**src/qsu_pkg.sv**
```systemverilog
`timescale 1ns / 1ps
`default_nettype none
// ----------------------------------------------------------------------------
// qsu_pkg: shared types for the quoted string unescaper
// scan modes, status codes and the command word passed from front to back
// ----------------------------------------------------------------------------
package qsu_pkg;

	localparam int QSU_QUEUE_DEPTH = 4;

	typedef enum logic [1:0] {
		MODE_IDLE,
		MODE_STR,
		MODE_ESC,
		MODE_HEX
	} mode_t;

	localparam logic [2:0] ST_BUSY    = 3'd0;
	localparam logic [2:0] ST_CLOSED  = 3'd1;
	localparam logic [2:0] ST_NOQUOTE = 3'd2;
	localparam logic [2:0] ST_UNTERM  = 3'd3;
	localparam logic [2:0] ST_NEWLINE = 3'd4;
	localparam logic [2:0] ST_BADHEX  = 3'd5;
	localparam logic [2:0] ST_SURR    = 3'd6;
	localparam logic [2:0] ST_BADESC  = 3'd7;

	typedef enum logic {
		CMD_SINGLE,
		CMD_UTF8
	} cmd_kind_t;

	// single: one result, data[7:0] is the byte when byte_valid
	// utf8: data is a code point to be encoded into 1..3 bytes
	typedef struct packed {
		cmd_kind_t   kind;
		logic        byte_valid;
		logic [15:0] data;
		logic [2:0]  status;
	} cmd_t;

	typedef struct packed {
		logic avail;
		cmd_t cmd;
	} q_head_t;

endpackage
`default_nettype wire

```
**src/qsu_front.sv**
```systemverilog
`timescale 1ns / 1ps
`default_nettype none
// ----------------------------------------------------------------------------
// qsu_front: string scanner
// tracks quote, escape and hex state and turns each byte into one command
// ----------------------------------------------------------------------------
module qsu_front import qsu_pkg::*; (
	input  wire logic       clk,
	input  wire logic       arst_n,
	input  wire logic       in_valid,
	input  wire logic [7:0] in_byte,
	output logic            in_ready,
	input  wire logic       q_full,
	output logic            push,
	output cmd_t            push_cmd
);

	localparam logic [7:0] CH_NUL   = 8'h00;
	localparam logic [7:0] CH_LF    = 8'h0A;
	localparam logic [7:0] CH_QUOTE = 8'h22;
	localparam logic [7:0] CH_BSL   = 8'h5C;
	localparam logic [7:0] CH_N     = 8'h6E;
	localparam logic [7:0] CH_T     = 8'h74;
	localparam logic [7:0] CH_R     = 8'h72;
	localparam logic [7:0] CH_U     = 8'h75;
	localparam logic [7:0] CH_TAB   = 8'h09;
	localparam logic [7:0] CH_CR    = 8'h0D;

	mode_t       mode_q, mode_d;
	logic [1:0]  hex_count_q, hex_count_d;
	logic [15:0] code_point_q, code_point_d;
	logic [4:0]  hex;
	logic [15:0] cp_new;
	logic        surrogate;

	// bit 4 flags a valid digit
	function automatic logic [4:0] hex_digit(input logic [7:0] c);
		logic [4:0] r;
		unique case (c) inside
			[8'h30:8'h39]: r = {1'b1, c[3:0]};
			[8'h41:8'h46],
			[8'h61:8'h66]: r = {1'b1, c[3:0] + 4'd9};
			default:       r = 5'd0;
		endcase
		return r;
	endfunction

	assign in_ready  = !q_full;
	assign push      = in_valid && in_ready;
	assign hex       = hex_digit(in_byte);
	assign cp_new    = {code_point_q[11:0], hex[3:0]};
	assign surrogate = (cp_new[15:11] == 5'b11011);

	// next state
	always_comb begin
		mode_d       = mode_q;
		hex_count_d  = hex_count_q;
		code_point_d = code_point_q;
		unique case (mode_q)
			MODE_IDLE: begin
				if (in_byte == CH_QUOTE) mode_d = MODE_STR;
			end
			MODE_STR: begin
				if (in_byte == CH_NUL || in_byte == CH_LF || in_byte == CH_QUOTE) begin
					mode_d = MODE_IDLE;
				end else if (in_byte == CH_BSL) begin
					mode_d = MODE_ESC;
				end
			end
			MODE_ESC: begin
				hex_count_d  = '0;
				code_point_d = '0;
				unique case (in_byte)
					CH_QUOTE, CH_BSL, CH_N, CH_T, CH_R: mode_d = MODE_STR;
					CH_U:    mode_d = MODE_HEX;
					default: mode_d = MODE_IDLE;
				endcase
			end
			MODE_HEX: begin
				if (!hex[4]) begin
					mode_d       = MODE_IDLE;
					hex_count_d  = '0;
					code_point_d = '0;
				end else if (hex_count_q != 2'd3) begin
					hex_count_d  = hex_count_q + 2'd1;
					code_point_d = cp_new;
				end else begin
					hex_count_d  = '0;
					code_point_d = '0;
					mode_d       = surrogate ? MODE_IDLE : MODE_STR;
				end
			end
			default: mode_d = MODE_IDLE;
		endcase
	end

	// command for this byte
	always_comb begin
		push_cmd = '{kind: CMD_SINGLE, byte_valid: 1'b0, data: 16'd0, status: ST_BUSY};
		unique case (mode_q)
			MODE_IDLE: begin
				if (in_byte != CH_QUOTE) push_cmd.status = ST_NOQUOTE;
			end
			MODE_STR: begin
				if (in_byte == CH_NUL) begin
					push_cmd.status = ST_UNTERM;
				end else if (in_byte == CH_LF) begin
					push_cmd.status = ST_NEWLINE;
				end else if (in_byte == CH_QUOTE) begin
					push_cmd.status = ST_CLOSED;
				end else if (in_byte != CH_BSL) begin
					push_cmd.byte_valid = 1'b1;
					push_cmd.data       = {8'd0, in_byte};
				end
			end
			MODE_ESC: begin
				unique case (in_byte)
					CH_QUOTE, CH_BSL: begin
						push_cmd.byte_valid = 1'b1;
						push_cmd.data       = {8'd0, in_byte};
					end
					CH_N: begin
						push_cmd.byte_valid = 1'b1;
						push_cmd.data       = {8'd0, CH_LF};
					end
					CH_T: begin
						push_cmd.byte_valid = 1'b1;
						push_cmd.data       = {8'd0, CH_TAB};
					end
					CH_R: begin
						push_cmd.byte_valid = 1'b1;
						push_cmd.data       = {8'd0, CH_CR};
					end
					CH_U:    push_cmd.status = ST_BUSY;
					default: push_cmd.status = ST_BADESC;
				endcase
			end
			MODE_HEX: begin
				if (!hex[4]) begin
					push_cmd.status = ST_BADHEX;
				end else if (hex_count_q == 2'd3) begin
					if (surrogate) begin
						push_cmd.status = ST_SURR;
					end else begin
						push_cmd.kind       = CMD_UTF8;
						push_cmd.byte_valid = 1'b1;
						push_cmd.data       = cp_new;
					end
				end
			end
			default: push_cmd.status = ST_BUSY;
		endcase
	end

	always_ff @(posedge clk or negedge arst_n) begin
		if (!arst_n) begin
			mode_q       <= MODE_IDLE;
			hex_count_q  <= '0;
			code_point_q <= '0;
		end else if (push) begin
			mode_q       <= mode_d;
			hex_count_q  <= hex_count_d;
			code_point_q <= code_point_d;
		end
	end

endmodule
`default_nettype wire

```
**src/qsu_queue.sv**
```systemverilog
`timescale 1ns / 1ps
`default_nettype none
// ----------------------------------------------------------------------------
// qsu_queue: command queue
// small register queue between scanner and encoder
// ----------------------------------------------------------------------------
module qsu_queue import qsu_pkg::*; #(
	parameter int DEPTH = QSU_QUEUE_DEPTH
) (
	input  wire logic clk,
	input  wire logic arst_n,
	input  wire logic push,
	input  wire cmd_t push_cmd,
	output logic      full,
	input  wire logic pop,
	output q_head_t   head
);

	localparam int PW = (DEPTH > 1) ? $clog2(DEPTH) : 1;
	localparam int CW = $clog2(DEPTH + 1);

	cmd_t          mem_q [DEPTH];
	logic [PW-1:0] wr_ptr_q, rd_ptr_q;
	logic [CW-1:0] count_q;
	logic          do_push, do_pop;

	assign full       = (count_q == CW'(DEPTH));
	assign head.avail = (count_q != '0);
	assign head.cmd   = mem_q[rd_ptr_q];
	assign do_push    = push && !full;
	assign do_pop     = pop && head.avail;

	always_ff @(posedge clk) begin
		if (do_push) mem_q[wr_ptr_q] <= push_cmd;
	end

	always_ff @(posedge clk or negedge arst_n) begin
		if (!arst_n) begin
			wr_ptr_q <= '0;
			rd_ptr_q <= '0;
			count_q  <= '0;
		end else begin
			if (do_push) wr_ptr_q <= (wr_ptr_q == PW'(DEPTH - 1)) ? '0 : wr_ptr_q + 1'b1;
			if (do_pop)  rd_ptr_q <= (rd_ptr_q == PW'(DEPTH - 1)) ? '0 : rd_ptr_q + 1'b1;
			if (do_push && !do_pop)      count_q <= count_q + 1'b1;
			else if (do_pop && !do_push) count_q <= count_q - 1'b1;
		end
	end

endmodule
`default_nettype wire

```
**src/qsu_back.sv**
```systemverilog
`timescale 1ns / 1ps
`default_nettype none
// ----------------------------------------------------------------------------
// qsu_back: result generator
// expands commands into result words, utf-8 encodes code points
// ----------------------------------------------------------------------------
module qsu_back import qsu_pkg::*; (
	input  wire logic       clk,
	input  wire logic       arst_n,
	input  wire q_head_t    head,
	output logic            pop,
	output logic            out_valid,
	input  wire logic       out_ready,
	output logic [7:0]      out_data,   // out_byte
	output logic [3:0]      out_user,   // out_valid flag, status[2:0]
	output logic            out_last
);

	localparam logic [15:0] LIM_1B = 16'h0080;
	localparam logic [15:0] LIM_2B = 16'h0800;
	localparam logic [7:0]  LEAD2  = 8'hC0;
	localparam logic [7:0]  LEAD3  = 8'hE0;
	localparam logic [7:0]  CONT   = 8'h80;

	logic [1:0]  idx_q;
	logic [1:0]  nbytes;
	logic [15:0] cp;
	logic [7:0]  res_byte;
	logic        res_final;
	logic        load;

	assign cp     = head.cmd.data;
	assign nbytes = (cp < LIM_1B) ? 2'd1 : (cp < LIM_2B) ? 2'd2 : 2'd3;

	always_comb begin
		res_byte  = head.cmd.data[7:0];
		res_final = 1'b1;
		if (head.cmd.kind == CMD_UTF8) begin
			res_final = (idx_q == nbytes - 2'd1);
			case (nbytes)
				2'd1: res_byte = cp[7:0];
				2'd2: res_byte = (idx_q == 2'd0) ? (LEAD2 | {3'd0, cp[10:6]})
					: (CONT | {2'd0, cp[5:0]});
				default: begin
					case (idx_q)
						2'd0:    res_byte = LEAD3 | {4'd0, cp[15:12]};
						2'd1:    res_byte = CONT | {2'd0, cp[11:6]};
						default: res_byte = CONT | {2'd0, cp[5:0]};
					endcase
				end
			endcase
		end
	end

	assign load = !out_valid || out_ready;
	assign pop  = load && head.avail && res_final;

	always_ff @(posedge clk or negedge arst_n) begin
		if (!arst_n) begin
			out_valid <= 1'b0;
			idx_q     <= '0;
		end else if (load) begin
			out_valid <= head.avail;
			if (head.avail) idx_q <= res_final ? 2'd0 : idx_q + 2'd1;
		end
	end

	always_ff @(posedge clk) begin
		if (load && head.avail) begin
			out_data <= head.cmd.byte_valid ? res_byte : 8'd0;
			out_user <= {head.cmd.status, head.cmd.byte_valid};
			out_last <= res_final;
		end
	end

endmodule
`default_nettype wire

```
**src/quoted_string_unescape_utf8.sv**
```systemverilog
`timescale 1ns / 1ps
`default_nettype none
// ----------------------------------------------------------------------------
// quoted_string_unescape_utf8: quoted string unescaper with utf-8 output
// scanner front, command queue and encoder back on word streams
// ----------------------------------------------------------------------------
// Feed a double-quoted token one byte per word, starting with the opening
// quote; a zero byte marks end of input. Every input word gives one result
// word, except a \u escape whose fourth hex digit gives one to three utf-8
// bytes with tlast only on the final one. Results carry the decoded byte in
// tdata and {status, byte flag} in tuser; status 1 is a closed string,
// status 2..7 are errors, after which the scanner waits for a new quote.
// The front takes one byte every cycle while the queue has room; the back
// sends one result word every cycle while the master is ready, so input is
// accepted back to back and only stalls when a multi-byte \u escape or a
// stalled master fills the queue; each result is registered in the back.
// ----------------------------------------------------------------------------
module quoted_string_unescape_utf8 import qsu_pkg::*; #(
	parameter int QUEUE_DEPTH = QSU_QUEUE_DEPTH
) (
	input  wire logic       clk,
	input  wire logic       arst_n,
	input  wire logic       s_axis_tvalid,
	output logic            s_axis_tready,
	input  wire logic [7:0] s_axis_tdata,   // in_byte[7:0]
	output logic            m_axis_tvalid,
	input  wire logic       m_axis_tready,
	output logic [7:0]      m_axis_tdata,   // out_byte[7:0]
	output logic [3:0]      m_axis_tuser,   // out_valid[0], status[3:1]
	output logic            m_axis_tlast
);

	// scanner to queue
	logic    push;
	cmd_t    push_cmd;
	logic    q_full;
	// queue to encoder
	q_head_t head;
	logic    pop;

	qsu_front u_front (
		.clk      (clk),
		.arst_n   (arst_n),
		.in_valid (s_axis_tvalid),
		.in_byte  (s_axis_tdata),
		.in_ready (s_axis_tready),
		.q_full   (q_full),
		.push     (push),
		.push_cmd (push_cmd)
	);

	// decouples the scanner from utf-8 expansion and output stalls
	qsu_queue #(
		.DEPTH (QUEUE_DEPTH)
	) u_queue (
		.clk      (clk),
		.arst_n   (arst_n),
		.push     (push),
		.push_cmd (push_cmd),
		.full     (q_full),
		.pop      (pop),
		.head     (head)
	);

	// output register lives in the back, so it offers one word a cycle while the master is ready
	qsu_back u_back (
		.clk       (clk),
		.arst_n    (arst_n),
		.head      (head),
		.pop       (pop),
		.out_valid (m_axis_tvalid),
		.out_ready (m_axis_tready),
		.out_data  (m_axis_tdata),
		.out_user  (m_axis_tuser),
		.out_last  (m_axis_tlast)
	);

endmodule
`default_nettype wire

```
**config.mk**
```make
export PLATFORM = sky130hd
export DESIGN_NAME = quoted_string_unescape_utf8
export DESIGN_NICKNAME = d
export VERILOG_FILES = /design/src/qsu_pkg.sv /design/src/qsu_front.sv /design/src/qsu_queue.sv /design/src/qsu_back.sv /design/src/quoted_string_unescape_utf8.sv
export SDC_FILE = /design/constraint.sdc
export NUM_CORES = 1
export LEC_CHECK = 0
export BUFFER_PORTS_ARGS = -buffer_cell sky130_fd_sc_hd__buf_2
export CAP_MARGIN = 10
export CELL_PAD_IN_SITES_DETAIL_PLACEMENT = 0
export CELL_PAD_IN_SITES_GLOBAL_PLACEMENT = 1
export CORE_ASPECT_RATIO = 0.9
export CORE_UTILIZATION = 52
export CTS_CLUSTER_DIAMETER = 150
export DETAILED_ROUTE_END_ITERATION = 7
export GPL_ROUTABILITY_DRIVEN = 0
export PLACE_DENSITY_LB_ADDON = 0.1
export SLEW_MARGIN = 30
export SYNTH_ARGS = -nofsm -noshare
export SYNTH_HDL_FRONTEND = slang
export SYNTH_HIERARCHICAL = 1
export SYNTH_SLANG_ARGS = --single-unit
```
**constraint.sdc**
```tcl
create_clock -name clk -period 4.16 [get_ports clk]
set_clock_uncertainty 0.15 [all_clocks]
set_input_delay 0.416 -clock clk [delete_from_list [all_inputs] [get_ports clk]]
set_output_delay 0.416 -clock clk [all_outputs]
set_load 0.005 [all_outputs]
```
==> reports/summary.txt <==
Met2 wire length = 5.53 mm
Via count = 3,424
FP Rows = 36
Power Density = 729 nW/um^2
Pre-CTS worst setup slack = 0.222 ns
Post-Synthesis Cells = 383
Clock sinks = 123
Avg Synthesized Cell Area = 15.1 um^2
Worst Hold Class = in -> reg
Fill cell count = 817
Top cell type's share of synthesized area = 50.2%
CTS tree = built
Wire per inst = 19.7 um
Initial core utilization = 53.4%
Syn Nets = 409
Slew HR = 40.4%
Pins over their slew limit = 0
Synth cell types = 76
Port Buf Inserts = 26
VDD IR max = 0.000363 V
Clock network latency to the later pin of the worst-skew pair = 0.40 ns
First-pass GRT wire length = 18.2 mm
DR top layer = met4
Die Wd = 113 um
Sequential fraction of the synthesis area = 61.4%
Fraction of registers with async set or reset after synthesis = 21.1%
Final Critical Period = 3.90 ns
Placed cells = 554
# DRC = 0
Cell Area, Synth = 5800 um^2
#FFs+latches synth = 123
Largest net degree at the start of global routing = 27
Required @ worst endpoint = 4.34 ns
Cell accounting for the most synthesized area = edfxtp_1
CTS Buf Count = 17
P_sw = 1.53 mW
Final hold vios = 0
Die Ht = 102 um
Worst-Margin Slew = 0.894 ns
DRT met1 WL = 5.33 mm
Clock power frac = 30.3%
I/O pin cnt = 27
Antenna-violating nets left = 0
Crit path DAT = 4.08 ns
Vias in the first global route = 3,419
Crit. End Element = flip-flop
DR iter-0 viols = 248
Area growth syn-to-layout = 15.2%
Share of cells above drive strength 1 = 28.5%
Fin crit share = 93.7%
Prevailing post-synth register cell = edfxtp_1
Commonest non-fill, non-tap cell in the layout = edfxtp_1
Core Util, Final = 61.5%
Leading cell types in the layout, fill and taps excluded = edfxtp_1 (97), buf_2 (26), dfrtp_1 (26), nand2_1 (23), mux4_2 (21)
Share of power burned in registers = 38.9%
Initial antenna violation count = 0
Metal3 WL = 488 um
RSZ-0062 raised after global routing = no
Non-Filler Instances = 587
Die area = 11,600 um^2
Ys Warns = 6
Flop-to-flop setup slack = 0.26 ns
Remaining global-route overflow = 0
WL final = 11.6 mm
Int Pwr = 3.34 mW
Setup crit start kind = flip-flop
P_leak = 2.45 nW
Clock Path Buffers = 2
Ranking of synthesized cells by area = edfxtp_1 (50%), dfrtp_1 (11%), mux4_2 (8.2%)
Antenna cells = 0
Nets = 448
H-tree lvl count = 4
DP HPWL = 7.92 mm
Setup WS post-layout = 0.263 ns
Crit path max fanout = 13
Router iterations before antenna repair = 4
Setup tns final = 0 ns
Max-Cap Viols = 0
F_max = 257 MHz
Worst setup path class = reg -> reg
GRT Util Overall = 21.5%
Root buffer cell = clkbuf_16
Switch share = 31.5%
Core outline area = 10,900 um^2
Clock slew seen by the registers of the worst setup and hold paths = 0.06 ns
# setup viols final = 0
Post-synth EDFFs = 97
Combinational share of power = 30.9%
DR vias/cell = 5.83
Status = finished, final reports clean
critical path, cell delays in order (launching register included):
cell and delay [ns]:
dfrtp_1 0.51, buf_4 0.34, mux4_2 0.60, or3_1 0.44
o211ai_1 0.22, o311ai_2 0.19, and2_1 0.22, nand2_4 0.10
ha_1 0.18, inv_1 0.06, fa_1 0.37, xor2_1 0.15
nor2_1 0.11, xor2_1 0.15
cells in the mapped netlist (3+ instances only):
| master | instances |
|---|---|
| a22o_1 | 12 |
| a21oi_1 | 12 |
| nand2_1 | 23 |
| o21ai_2 | 5 |
| and2_1 | 11 |
| nor3_1 | 8 |
| nand2b_1 | 4 |
| o32ai_1 | 5 |
| nor2_1 | 13 |
| o21ai_0 | 10 |
| mux2_2 | 3 |
| mux2i_1 | 3 |
| dfrtp_1 | 26 |
| buf_6 | 4 |
| inv_1 | 18 |
| o211ai_1 | 4 |
| a211oi_1 | 4 |
| buf_2 | 4 |
| a21o_1 | 3 |
| a22oi_1 | 3 |
| nor3b_1 | 5 |
| o22ai_1 | 3 |
| mux4_2 | 21 |
| edfxtp_1 | 97 |
| ha_1 | 13 |
state kept, by name, summed over array words and instances, names as in the netlist:
signal / count
u_back/idx_q: 2
u_back/out_data: 8
u_back/out_last: 1
u_back/out_user: 4
u_back/out_valid: 1
u_front/code_point_q: 12
u_front/hex_count_q: 2
u_front/mode_q: 2
u_queue/count_q: 3
u_queue/mem_q: 84
u_queue/rd_ptr_q: 2
u_queue/wr_ptr_q: 2
power by group through the flow:
| stage | Combinational (mW) | Sequential [mW] | Clock [mW] |
|---|---|---|---|
| floorplan | 1.18 | 1.86 | 0 |
| global placement | 1.47 | 1.91 | 0 |
| detailed placement | 1.50 | 1.92 | 0 |
| CTS | 1.52 | 1.90 | 1.50 |
| global route | 1.65 | 1.93 | 1.55 |
| finish | 1.50 | 1.89 | 1.47 |
what timing repair did:
item	CTS	global route
hold buffers	1	0
setup endpoints to repair	0	1
hold endpoints to repair	26	0
buffers inserted	0	0
resized for setup	0	1
per-stage QoR:
step                hold slack [ns]  power (mW)  instance area (um^2)
finish                        0.133        4.87                  6680
global route                  0.142        5.12                  6680
CTS                           0.116        4.91                  6670
detailed placement            0.327        3.42                  6060
global placement              0.320        3.38                  6060
floorplan                   -0.0296        3.03                  5800
final timing paths:
check                                                            to  cells after the start                               start
max in group asynchronous       u_front/code_point_q[2]$_DFFE_PN0P_                      2                              arst_n
worst max-delay path                 u_queue/count_q[2]$_DFFE_PN0P_                     13     u_queue/rd_ptr_q[0]$_DFFE_PN0P_
min in group asynchronous              u_back/out_valid$_DFFE_PN0N_                      2                              arst_n
worst max register to register       u_queue/count_q[2]$_DFFE_PN0P_                     13     u_queue/rd_ptr_q[0]$_DFFE_PN0P_
worst min-delay path                   u_back/out_valid$_DFFE_PN0N_                      3                       m_axis_tready
worst min register to register   u_front/hex_count_q[0]$_DFFE_PN0P_                      1  u_front/hex_count_q[0]$_DFFE_PN0P_
kinds of logic (layout without fill, tap and decap cells):
kind of cell	Yosys count	count (layout)	share of synthesized area, %
buf+inv	32	84	3.13
xor+xnor	4	4	0.604
fa+ha+maj	14	14	3.15
mux	29	29	9.77
simple gates	99	99	10.9
compound gates	82	82	11.0
flops	123	123	61.4
metal layers:
layer / up-vias / GRT usage (%)
li1: 1594 / -
met1: 1720 / 29.2
met2: 93 / 34.4
met3: 17 / 4.39
met4: 0 / 9.11
met5: - / 0
area by class of cell:
cell class | instances | area, um^2 | area share, %
Timing Repair Buffer | 34 | 193 | 2.88
Multi-Input combinational cell | 228 | 2060 | 30.9
Clock inverter | 15 | 175 | 2.62
Sequential cell | 123 | 3560 | 53.4
Clock buffer | 17 | 425 | 6.37
Tap cell | 152 | 190 | 2.85
Inverter | 18 | 67.6 | 1.01
Power figures use the tool's default switching activity.
